File: src/rtl/core/wfg_pkg.sv
// Shared types and constants for the wait-for graph deadlock detector.
`timescale 1ns / 1ps

package wfg_pkg;

    localparam int DEF_MAX_TXNS  = 16;
    localparam int DEF_TIME_BITS = 32;
    localparam int KIND_W        = 2;
    localparam int TXN_W         = 4;
    localparam int IN_TIME_W     = 32;
    localparam int IN_DATA_W     = 40;
    localparam int OUT_DATA_W    = 8;

    typedef enum logic [KIND_W-1:0] {
        KIND_START  = 2'd0,
        KIND_EDGE   = 2'd1,
        KIND_REMOVE = 2'd2,
        KIND_NONE   = 2'd3
    } t_kind;

    typedef enum logic [2:0] {
        ST_IDLE,
        ST_LOAD,
        ST_CLOSE,
        ST_FIND,
        ST_SCAN,
        ST_DONE
    } t_state;

    typedef struct packed {
        logic rd_en;
        logic set_edge;
        logic remove;
    } t_row_ctl;

    typedef struct packed {
        logic step;
        logic pick;
    } t_clo_ctl;

    typedef struct packed {
        logic wr_en;
        logic rd_en;
        logic clear;
    } t_scan_ctl;

endpackage

File: src/rtl/core/wfg_wait_mem.sv
// Wait-for matrix memory with read-modify-write row sweep.
`timescale 1ns / 1ps

module wfg_wait_mem #(
    parameter int MAX_TXNS = 16,
    parameter int SW       = 4
) (
    input  logic                 i_clk,
    input  logic                 i_rst_n,
    input  wfg_pkg::t_row_ctl    i_ctl,
    input  logic [SW-1:0]        i_rd_addr,
    input  logic [SW-1:0]        i_a,
    input  logic [SW-1:0]        i_b,
    output logic                 o_row_valid,
    output logic [SW-1:0]        o_row_idx,
    output logic [MAX_TXNS-1:0]  o_row
);
    import wfg_pkg::*;

    logic [MAX_TXNS-1:0] r_mem [MAX_TXNS];
    logic [MAX_TXNS-1:0] r_valid;
    logic [MAX_TXNS-1:0] r_rd_data;
    logic                r_rd_ok;
    logic                r_wb_en;
    logic [SW-1:0]       r_wb_addr;
    logic [MAX_TXNS-1:0] n_row;

    always_comb begin
        n_row = r_rd_ok ? r_rd_data : '0;
        if (i_ctl.remove) begin
            n_row[i_a] = 1'b0;
            if (r_wb_addr == i_a) begin
                n_row = '0;
            end
        end
        if (i_ctl.set_edge && r_wb_addr == i_a) begin
            n_row[i_b] = 1'b1;
        end
    end

    always_ff @(posedge i_clk) begin
        if (i_ctl.rd_en) begin
            r_rd_data <= r_mem[i_rd_addr];
        end
        if (r_wb_en) begin
            r_mem[r_wb_addr] <= n_row;
        end
    end

    always_ff @(posedge i_clk) begin
        if (!i_rst_n) begin
            r_valid   <= '0;
            r_wb_en   <= 1'b0;
            r_rd_ok   <= 1'b0;
            r_wb_addr <= '0;
        end else begin
            r_wb_en <= i_ctl.rd_en;
            if (i_ctl.rd_en) begin
                r_wb_addr <= i_rd_addr;
                r_rd_ok   <= r_valid[i_rd_addr];
            end
            if (r_wb_en) begin
                r_valid[r_wb_addr] <= 1'b1;
            end
        end
    end

    assign o_row_valid = r_wb_en;
    assign o_row_idx   = r_wb_addr;
    assign o_row       = n_row;

endmodule

File: src/rtl/core/wfg_closure.sv
// Reachability rows, one closure pivot per cycle, and cycle component pick.
`timescale 1ns / 1ps

module wfg_closure #(
    parameter int MAX_TXNS = 16,
    parameter int SW       = 4
) (
    input  logic                 i_clk,
    input  logic                 i_rst_n,
    input  wfg_pkg::t_clo_ctl    i_ctl,
    input  logic                 i_load,
    input  logic [SW-1:0]        i_load_idx,
    input  logic [MAX_TXNS-1:0]  i_load_row,
    input  logic [SW-1:0]        i_k,
    output logic                 o_found,
    output logic [MAX_TXNS-1:0]  o_member
);
    import wfg_pkg::*;

    logic [MAX_TXNS-1:0] r_reach [MAX_TXNS];
    logic                r_found;
    logic [MAX_TXNS-1:0] r_member;
    logic                n_found;
    logic [SW-1:0]       n_first;
    logic [MAX_TXNS-1:0] n_member;

    always_comb begin
        n_found = 1'b0;
        n_first = '0;
        for (int i = MAX_TXNS - 1; i >= 0; i--) begin
            if (r_reach[i][i]) begin
                n_found = 1'b1;
                n_first = SW'(i);
            end
        end
        for (int i = 0; i < MAX_TXNS; i++) begin
            n_member[i] = (n_first == SW'(i)) ||
                          (r_reach[n_first][i] && r_reach[i][n_first]);
        end
    end

    always_ff @(posedge i_clk) begin
        if (i_load) begin
            r_reach[i_load_idx] <= i_load_row;
        end else if (i_ctl.step) begin
            for (int i = 0; i < MAX_TXNS; i++) begin
                if (r_reach[i][i_k]) begin
                    r_reach[i] <= r_reach[i] | r_reach[i_k];
                end
            end
        end
        if (i_ctl.pick) begin
            r_member <= n_member;
        end
    end

    always_ff @(posedge i_clk) begin
        if (!i_rst_n) begin
            r_found <= 1'b0;
        end else if (i_ctl.pick) begin
            r_found <= n_found;
        end
    end

    assign o_found  = r_found;
    assign o_member = r_member;

endmodule

File: src/rtl/core/wfg_time_scan.sv
// Start time memory and youngest-member scan.
`timescale 1ns / 1ps

module wfg_time_scan #(
    parameter int MAX_TXNS = 16,
    parameter int SW       = 4,
    parameter int TW       = 32
) (
    input  logic                 i_clk,
    input  logic                 i_rst_n,
    input  wfg_pkg::t_scan_ctl   i_ctl,
    input  logic [SW-1:0]        i_addr,
    input  logic [TW-1:0]        i_wr_data,
    input  logic [MAX_TXNS-1:0]  i_member,
    output logic [SW-1:0]        o_victim
);
    import wfg_pkg::*;

    logic [TW-1:0]       r_mem [MAX_TXNS];
    logic [MAX_TXNS-1:0] r_valid;
    logic [TW-1:0]       r_rd_data;
    logic                r_rd_ok;
    logic                r_cmp_en;
    logic [SW-1:0]       r_cmp_idx;
    logic                r_have;
    logic [TW-1:0]       r_best;
    logic [SW-1:0]       r_victim;
    logic [TW-1:0]       n_time;
    logic                n_take;

    assign n_time = r_rd_ok ? r_rd_data : '0;
    assign n_take = r_cmp_en && i_member[r_cmp_idx] && (!r_have || n_time > r_best);

    always_ff @(posedge i_clk) begin
        if (i_ctl.wr_en) begin
            r_mem[i_addr] <= i_wr_data;
        end
        if (i_ctl.rd_en) begin
            r_rd_data <= r_mem[i_addr];
        end
        if (n_take) begin
            r_best   <= n_time;
            r_victim <= r_cmp_idx;
        end
    end

    always_ff @(posedge i_clk) begin
        if (!i_rst_n) begin
            r_valid   <= '0;
            r_rd_ok   <= 1'b0;
            r_cmp_en  <= 1'b0;
            r_cmp_idx <= '0;
            r_have    <= 1'b0;
        end else begin
            if (i_ctl.wr_en) begin
                r_valid[i_addr] <= 1'b1;
            end
            r_cmp_en <= i_ctl.rd_en;
            if (i_ctl.rd_en) begin
                r_rd_ok   <= r_valid[i_addr];
                r_cmp_idx <= i_addr;
            end
            if (i_ctl.clear) begin
                r_have <= 1'b0;
            end else if (n_take) begin
                r_have <= 1'b1;
            end
        end
    end

    assign o_victim = r_victim;

endmodule

File: src/rtl/core/wait_for_graph_deadlock_detector.sv
// Row sweep of the wait matrix memory, one closure pivot per cycle, component pick,
// start time memory scan, output.
// One item is processed at a time: input is accepted only in idle, but the next item is
// taken while a result waits.
// Reset: synchronous active low; graph and start times read as zero after reset.
`timescale 1ns / 1ps

module wait_for_graph_deadlock_detector #(
    parameter int MAX_TXNS  = wfg_pkg::DEF_MAX_TXNS,
    parameter int TIME_BITS = wfg_pkg::DEF_TIME_BITS
) (
    input  logic                           i_clk,
    input  logic                           i_rst_n,
    input  logic                           i_s_axis_tvalid,
    output logic                           o_s_axis_tready,
    // first_txn[3:0], second_txn[7:4], start_time[39:8]
    input  logic [wfg_pkg::IN_DATA_W-1:0]  i_s_axis_tdata,
    // kind[1:0]
    input  logic [wfg_pkg::KIND_W-1:0]     i_s_axis_tuser,
    output logic                           o_m_axis_tvalid,
    input  logic                           i_m_axis_tready,
    // deadlock[0], victim_txn[4:1], zero[7:5]
    output logic [wfg_pkg::OUT_DATA_W-1:0] o_m_axis_tdata
);
    import wfg_pkg::*;

    localparam int SW = (MAX_TXNS > 1) ? $clog2(MAX_TXNS) : 1;
    localparam int CW = $clog2(MAX_TXNS + 1);

    t_state              r_state, n_state;
    logic [CW-1:0]       r_cnt, n_cnt;
    t_kind               r_kind;
    logic [TXN_W-1:0]    r_a, r_b;
    logic [TIME_BITS-1:0] r_time;
    logic                r_out_valid;
    logic [OUT_DATA_W-1:0] r_out_data;
    logic                s_accept;
    logic                a_ok, b_ok;
    logic                load_out;
    t_row_ctl            row_ctl;
    t_clo_ctl            clo_ctl;
    t_scan_ctl           scan_ctl;
    logic                row_valid;
    logic [SW-1:0]       row_idx;
    logic [MAX_TXNS-1:0] row_data;
    logic                found;
    logic [MAX_TXNS-1:0] member;
    logic [SW-1:0]       victim;

    assign s_accept = i_s_axis_tvalid && o_s_axis_tready;
    assign a_ok     = int'(r_a) < MAX_TXNS;
    assign b_ok     = int'(r_b) < MAX_TXNS;

    always_comb begin
        n_state         = r_state;
        n_cnt           = r_cnt;
        o_s_axis_tready = 1'b0;
        load_out        = 1'b0;
        row_ctl         = '0;
        clo_ctl         = '0;
        scan_ctl        = '0;
        case (r_state)
            ST_IDLE: begin
                o_s_axis_tready = 1'b1;
                n_cnt           = '0;
                if (i_s_axis_tvalid) begin
                    n_state = ST_LOAD;
                end
            end
            ST_LOAD: begin
                row_ctl.set_edge = (r_kind == KIND_EDGE) && a_ok && b_ok && (r_a != r_b);
                row_ctl.remove   = (r_kind == KIND_REMOVE) && a_ok;
                scan_ctl.wr_en   = (r_cnt == '0) && (r_kind == KIND_START) && a_ok;
                if (r_cnt == CW'(MAX_TXNS)) begin
                    n_cnt   = '0;
                    n_state = ST_CLOSE;
                end else begin
                    row_ctl.rd_en = 1'b1;
                    n_cnt         = r_cnt + 1'b1;
                end
            end
            ST_CLOSE: begin
                clo_ctl.step = 1'b1;
                if (r_cnt == CW'(MAX_TXNS - 1)) begin
                    n_cnt   = '0;
                    n_state = ST_FIND;
                end else begin
                    n_cnt = r_cnt + 1'b1;
                end
            end
            ST_FIND: begin
                clo_ctl.pick   = 1'b1;
                scan_ctl.clear = 1'b1;
                n_state        = ST_SCAN;
            end
            ST_SCAN: begin
                if (r_cnt == CW'(MAX_TXNS)) begin
                    n_cnt   = '0;
                    n_state = ST_DONE;
                end else begin
                    scan_ctl.rd_en = 1'b1;
                    n_cnt          = r_cnt + 1'b1;
                end
            end
            ST_DONE: begin
                if (!r_out_valid || i_m_axis_tready) begin
                    load_out = 1'b1;
                    n_state  = ST_IDLE;
                end
            end
            default: begin
                n_state = ST_IDLE;
            end
        endcase
    end

    always_ff @(posedge i_clk) begin
        if (!i_rst_n) begin
            r_state     <= ST_IDLE;
            r_cnt       <= '0;
            r_out_valid <= 1'b0;
        end else begin
            r_state <= n_state;
            r_cnt   <= n_cnt;
            if (load_out) begin
                r_out_valid <= 1'b1;
            end else if (i_m_axis_tready) begin
                r_out_valid <= 1'b0;
            end
        end
    end

    always_ff @(posedge i_clk) begin
        if (s_accept) begin
            r_kind <= t_kind'(i_s_axis_tuser);
            r_a    <= i_s_axis_tdata[TXN_W-1:0];
            r_b    <= i_s_axis_tdata[2*TXN_W-1:TXN_W];
            r_time <= TIME_BITS'(i_s_axis_tdata[2*TXN_W +: IN_TIME_W]);
        end
        if (load_out) begin
            r_out_data <= found ? {3'b000, TXN_W'(victim), 1'b1} : '0;
        end
    end

    wfg_wait_mem #(
        .MAX_TXNS (MAX_TXNS),
        .SW       (SW)
    ) u_wait_mem (
        .i_clk       (i_clk),
        .i_rst_n     (i_rst_n),
        .i_ctl       (row_ctl),
        .i_rd_addr   (r_cnt[SW-1:0]),
        .i_a         (SW'(r_a)),
        .i_b         (SW'(r_b)),
        .o_row_valid (row_valid),
        .o_row_idx   (row_idx),
        .o_row       (row_data)
    );

    wfg_closure #(
        .MAX_TXNS (MAX_TXNS),
        .SW       (SW)
    ) u_closure (
        .i_clk      (i_clk),
        .i_rst_n    (i_rst_n),
        .i_ctl      (clo_ctl),
        .i_load     (row_valid),
        .i_load_idx (row_idx),
        .i_load_row (row_data),
        .i_k        (r_cnt[SW-1:0]),
        .o_found    (found),
        .o_member   (member)
    );

    wfg_time_scan #(
        .MAX_TXNS (MAX_TXNS),
        .SW       (SW),
        .TW       (TIME_BITS)
    ) u_time_scan (
        .i_clk     (i_clk),
        .i_rst_n   (i_rst_n),
        .i_ctl     (scan_ctl),
        .i_addr    (scan_ctl.wr_en ? SW'(r_a) : r_cnt[SW-1:0]),
        .i_wr_data (r_time),
        .i_member  (member),
        .o_victim  (victim)
    );

    assign o_m_axis_tvalid = r_out_valid;
    assign o_m_axis_tdata  = r_out_data;

`ifndef SYNTHESIS
    a_busy_after_accept: assert property (@(posedge i_clk) disable iff (!i_rst_n)
        s_accept |=> !o_s_axis_tready)
        else $error("input taken while busy");

    a_no_victim_without_cycle: assert property (@(posedge i_clk) disable iff (!i_rst_n)
        (o_m_axis_tvalid && !o_m_axis_tdata[0]) |-> (o_m_axis_tdata[4:1] == '0))
        else $error("victim reported without deadlock");

    a_close_in_range: assert property (@(posedge i_clk) disable iff (!i_rst_n)
        (r_state == ST_CLOSE) |-> (r_cnt < CW'(MAX_TXNS)))
        else $error("closure pivot out of range");

    a_load_row_sweep: assert property (@(posedge i_clk) disable iff (!i_rst_n)
        row_valid |-> ($past(r_state) == ST_LOAD))
        else $error("row writeback outside sweep");
`endif

endmodule
File: config.mk
export PLATFORM = sky130hd
export DESIGN_NAME = wait_for_graph_deadlock_detector
export DESIGN_NICKNAME = d
export VERILOG_FILES = /design/src/rtl/core/wfg_pkg.sv /design/src/rtl/core/wfg_wait_mem.sv /design/src/rtl/core/wfg_closure.sv /design/src/rtl/core/wfg_time_scan.sv /design/src/rtl/core/wait_for_graph_deadlock_detector.sv
export SDC_FILE = /design/constraint.sdc
export NUM_CORES = 2
export LEC_CHECK = 0
export BUFFER_PORTS_ARGS = -buffer_cell sky130_fd_sc_hd__buf_2
export CAP_MARGIN = 20
export CORE_MARGIN = 8
export CORE_UTILIZATION = 50
export CTS_CLUSTER_SIZE = 14
export DETAILED_ROUTE_END_ITERATION = 6
export PLACE_DENSITY = 0.62
export SLEW_MARGIN = 25
export SYNTH_ARGS = -nofsm -noshare
export SYNTH_HDL_FRONTEND = slang
export SYNTH_SLANG_ARGS = --single-unit
File: constraint.sdc
create_clock -name i_clk -period 11.55 [get_ports i_clk]
set_input_delay 2.31 -clock i_clk [delete_from_list [all_inputs] [get_ports i_clk]]
set_output_delay 2.31 -clock i_clk [all_outputs]
set_load 0.05 [all_outputs]
# After elaboration in Yosys (flattened, before gate mapping)
# Memory sizes are Yosys's and may differ from the RTL's. A register that Yosys moved wholly into a read port is not among the register bits.
# Index checks and enable logic that the tools add are counted.
# totals
reg_bits	157
mem_bits_rw	1024
inputBits	46
out_inout_bits	10
wordCells	357
memories	3
# memory_table
memory	words	word_bits	rd	rd_clocked_by_memory_dff	write_ports	line	text
u_time_scan.r_mem	16	32	1	1	1	wfg_time_scan.sv:19	logic [TW-1:0] r_mem [MAX_TXNS];
u_closure.r_reach	16	16	18	1	16	wfg_closure.sv:20	logic [MAX_TXNS-1:0] r_reach [MAX_TXNS];
u_wait_mem.r_mem	16	16	1	1	1	wfg_wait_mem.sv:20	logic [MAX_TXNS-1:0] r_mem [MAX_TXNS];
# op_classes
n_addsub	1
order_cmp	12
n_eq_ne	31
mux	210
bitwise_logic	22
n_reduce_logical	56
# op_table
cell	count
16-bit OR	19
1-bit binary-select mux with 4-bit select	35
1-bit two-way mux	135
16-bit two-way mux	5
4-bit two-way mux	20
4-bit by 5-bit less-than comparator with 1-bit output, second input constant	7
4-bit equality test, second input constant	8
32-bit greater-than comparator	1
32-bit two-way mux	1
1-bit logical AND	26
1-bit logical OR	18
3-bit two-way mux	6
3-bit one-hot mux with 6 select lines	1
16-bit bitwise AND	1
1-bit demux with 4-bit select	4
4-bit by 3-bit equality test with 1-bit output, second input constant	4
4-bit by 1-bit greater-or-equal comparator with 1-bit output, second input constant	4
16-bit NOT	1
16-bit OR reduction	1
5-bit one-hot mux with 3 select lines	1
5-bit two-way mux	2
2-bit inequality test, second input constant	5
4-bit by 2-bit equality test with 1-bit output, second input constant	2
3-bit by 2-bit equality test with 1-bit output, second input constant	2
other kinds (20)	23

# Longest topological paths before layout
# An unclocked memory read counts as a cell.
# depth
depth_word	21
depth_mapped	14
depth_no_buf	11

# Cells and area by module
# From an unflattened synthesis, not the netlist that was laid out.
# hier_totals
hier_cells	3859
hier_area_um2	57386.3
# modules_own_cells
mod	n_inst	cells_per_inst	area_each_um2	seq_area_each_um2
wfg_time_scan	1	1019	23238.5	17877.1
wfg_closure	1	2145	20427.1	8187.9
wfg_wait_mem	1	540	11477.3	8608.3
wait_for_graph_deadlock_detector	1	155	2243.4	1591.5

# Worst setup path before layout
# Ideal clock, no wire load.
# synth_path
path_type	reg2reg
startpoint	reg r_cnt[1]
endpoint	mem u_time_scan.r_mem[12][0], enable pin
setup_ns	0.423
arrival_ns	4.181
required_time_ns	11.127
setup_slack_ns	6.947
path_stages_with_launch	12
n_path_buf	4
synth_period_minus_slack_ns	4.603
cell_sequence	dfxtp_1 -> inv_2 -> buf_1 -> ha_1 -> nand2_1 -> nor4b_4 -> buf_6 -> a21oi_1 -> or2_2 -> clkbuf_1 -> clkbuf_1 -> nor2_1
# synth_via
elab_chain_len	5
word_cells_on_any_way	6
classes_between	mux (4); reduce/logical (2)
# synth_rtl
element	line	text
start, declared	wait_for_graph_deadlock_detector.sv:31	logic [CW-1:0] r_cnt, n_cnt;
start signal, assigned	wait_for_graph_deadlock_detector.sv:124	r_cnt <= n_cnt;
5-bit logical NOT	wait_for_graph_deadlock_detector.sv:73	scan_ctl.wr_en = (r_cnt == '0) && (r_kind == KIND_START) && a_ok;
1-bit logical AND	wait_for_graph_deadlock_detector.sv:73	
1-bit two-way mux	wait_for_graph_deadlock_detector.sv:62	case (r_state)
1-bit two-way mux	wfg_time_scan.sv:35	if (i_ctl.wr_en) begin
1-bit two-way mux (implied by the code)	wfg_time_scan.sv:36	r_mem[i_addr] <= i_wr_data;
end, declared	wfg_time_scan.sv:19	
# Several ways; a longest one is shown, not always the timed one.

==> flow_summary.yaml <==
run_status:
  status: "finished with violations"
  failed_checks: "DRC"
setup_path:
  path_max_fanout: 58
  critPathBufInv: 3
  reg2regPathDepth: 12
  crit_arrival_ns: 5.93
  path_cells: "nand2b_1 > a221oi_1 > o2111a_1 > or2_4 > buf_4 > buf_4 > nand2_1 > o22ai_1 > a21oi_1 > o22ai_1 > nor4_1 > buf_4"
  cpPeakStageDelay_ns: 1.00
  crit_path_start_kind: "flop"
  worstSetupPathType: "reg -> reg"
  critPathTopFamily: "compound AO/OA/AOI/OAI gates"
  worst_path_most_repeated_cell: "buf_4"
  cp.depth: 12
  critPathSlowestCell: "a221oi_1"
  crit_required_ns: 12.07
  endpoint_kind: "flop"
clocking:
  clock_latency_ns: 0.77
  cts_setup_buffers: 0
  h-tree-depth: 4
  path_clk_slew_ns: 0.06
  cts_buffer_depth: 3
  cts_tree: "yes"
  cts_buffers: 132
  cts_resized: 0
  clock_sinks: 1230
  cts_root_buffer: "clkbuf_16"
  cts_hold_buf: 0
sta:
  finalMaxSlewViolations: 0
  finalSetupViolCount: 0
  fin_crit_ns: 5.405
  rsz0062_at_grt: "false"
  fmax_mhz: 185.0
  worst_slack_ns: 6.145
  fin_crit_sh: 0.4680
  fin_skew_ns: 0.04555
  finalHoldViolCount: 0
  worst_pin_slew_ns: 1.218
  max-slew-margin-rel: 0.1877
  tns_ns: 0
finish:
  syn_to_final_growth_pct: 11.80
  final_nets: 3941
  final_core_util: 0.5605
  seq_area_mm2: 0.03636
  fillerInstances: 8722
  final_cell_mix: "edfxtp_1, a21oi_1, nand2_1"
  multi_input_area_mm2: 0.01792
  drive_above_1_share: 0.1771
  final_area_mm2: 0.06178
  final_common_cell: "edfxtp_1"
  layoutNonFillerInstCount: 5450
global_route:
  grt_start_max_net_pins: 108
  grt_pass1_wl_um: 255800
  grt_overflow: 0
  grt_pass1_vias: 35761
  antenna_found_initial: 5
  globalRouteTotalUtil: 0.2858
hold_path:
  hp-class: "reg -> reg"
  whs_path_depth: 2
logic_synthesis:
  yosysTopAreaCellShare: 0.6364
  synthAdderAreaFrac: 0.008152
  yosys-top-cells-area: "edfxtp_1, mux4_2, a21oi_1, nor3_1, nand2_1"
  netlist_instances: 3885
  synth_top_family_by_area: "multiplexers"
  ys.flop_type: "edfxtp_1"
  synth_edf_count: 1171
  ys_seq_elements: 1230
  synth.mux.area_fraction: 0.1126
  synthSimpleGateAreaFrac: 0.08650
  yosys_warnings: 0
  yosysTopAreaCell: "edfxtp_1"
  ys_seq_area_frac: 0.6578
  synth_compound_area_frac: 0.1061
  synth_xor_area_frac: 0.001268
  synth.avg_cell_area_um2: 14.22
  async_flop_share: 0
  yosysUniqueCellTypes: 69
  synth_area_mm2: 0.05526
place:
  pre_cts_ws_ns: 6.082
  portBuffers: 52
  gp_congestion: 1.024
  dp_hpwl_um: 105100
  dp.cells: 5211
  placed_cell_area_mm2: 0.05750
route:
  route.detailed.wl_per_inst_um: 32.58
  via_per_inst: 6.905
  first_pass_iters: 7
  drc_errors: 3
  vias: 37634
  drtIter0Drc: 6520
  routed_wirelength_um: 177500
  drt.antenna.violating_nets: 0
flow_run:
  maxCapViolations: 0
floorplanning:
  ios: 56
  initial_core_util: 0.5014
  core_area_mm2: 0.1102
  dieWidth_um: 348.4
  rows: 122
  die_area_mm2: 0.1214
  dieHeight_um: 348.4
power_and_ir_drop:
  p_per_area_mw_per_mm2: 155.2
  ir_drop_mv: 0.1395
  p_leak_uw: 0.02012
[state kept, by name (all words and copies together), names as in the netlist, 3 cells and up, named ones only]
| signal | flops |
|---|---|
| u_wait_mem.r_rd_data | 16 |
| r_b | 4 |
| u_time_scan.r_mem | 512 |
| u_closure.o_member | 16 |
| u_closure.r_reach | 256 |
| u_time_scan.o_victim | 4 |
| r_a | 4 |
| r_cnt | 5 |
| u_time_scan.r_rd_data | 32 |
| u_wait_mem.o_row_idx | 4 |
| u_time_scan.r_best | 32 |
| u_wait_mem.r_mem | 256 |
| u_time_scan.r_cmp_idx | 4 |
| u_wait_mem.r_valid | 16 |
| r_time | 32 |
| u_time_scan.r_valid | 16 |
| o_m_axis_tdata | 5 |
| r_state | 3 |
[metal layers]
layer	track usage	vias to the layer above	part of all wire
met5	0	-	0.00034
met4	0.1196	4	0.048
met3	0.08176	512	0.12
met2	0.4297	2787	0.45
met1	0.3919	18785	0.38
li1	-	15546	-
[power by group]
group	switching (µW)	total (µW)	internal, µW
Clock	1790	4170	2380
Sequential	57.8	4950	4890
Combinational	299	476	178
[final cells by class]
cell class	count	share of cell area
repair buffers	160	0.01869
well taps	1488	0.03014
diodes	3	0.0001215
clock buffers	169	0.05620
inverters	62	0.003767
flip-flops and latches	1230	0.5886
multi-input cells	2273	0.2902
clock inverters	65	0.01229
[path summary, 6_finish.rpt]
check / start / end / slack, ns
worst max-delay path: u_closure.r_reach[14][14]$_DFFE_PP_ / u_closure.o_member[11]$_DFFE_PP_ / 6.14
worst min-delay path: u_wait_mem.r_valid[1]$_SDFFE_PN0P_ / u_wait_mem.r_valid[1]$_SDFFE_PN0P_ / 0.47
worst max register to register: u_closure.r_reach[14][14]$_DFFE_PP_ / u_closure.o_member[11]$_DFFE_PP_ / 6.14
worst min register to register: u_wait_mem.r_valid[1]$_SDFFE_PN0P_ / u_wait_mem.r_valid[1]$_SDFFE_PN0P_ / 0.47
[worst min-delay path, stage by stage (launching register included)]
cell and delay (ns):
dfxtp_1 0.32, nor2_1 0.04, nor2_1 0.07
[synth_stat cells (all sizes together) (15+ instances only)]
| cell | n |
|---|---|
| edfxtp | 1171 |
| a21oi | 475 |
| nand2 | 349 |
| nor3 | 283 |
| mux4 | 269 |
| clkbuf | 222 |
| nor2 | 171 |
| a222oi | 130 |
| buf | 100 |
| nand3 | 65 |
| inv | 62 |
| dfxtp | 59 |
| o21ai | 55 |
| a31oi | 48 |
| and2 | 48 |
| o22ai | 41 |
| ha | 36 |
| or4 | 33 |
| a211oi | 29 |
| a22oi | 24 |
| and3 | 17 |
| o211a | 16 |
| a221oi | 15 |
| mux2i | 15 |
[metrics by stage]
step,total power [µW],hold WS (ns)
CTS,9620,0.4706
global route,9815,0.4823
global placement,5500,0.4462
finish,9587,0.4656
floorplan,5325,0.4064
detailed placement,5503,0.4574
[logic make-up after synthesis]
group	count (synthesis)
compound gates	912
xor+xnor	8
fa+ha+maj	36
buf+inv	384
flops	1230
mux	285
other cells	1
simple gates	1029
(Power assumes the default switching activity.)
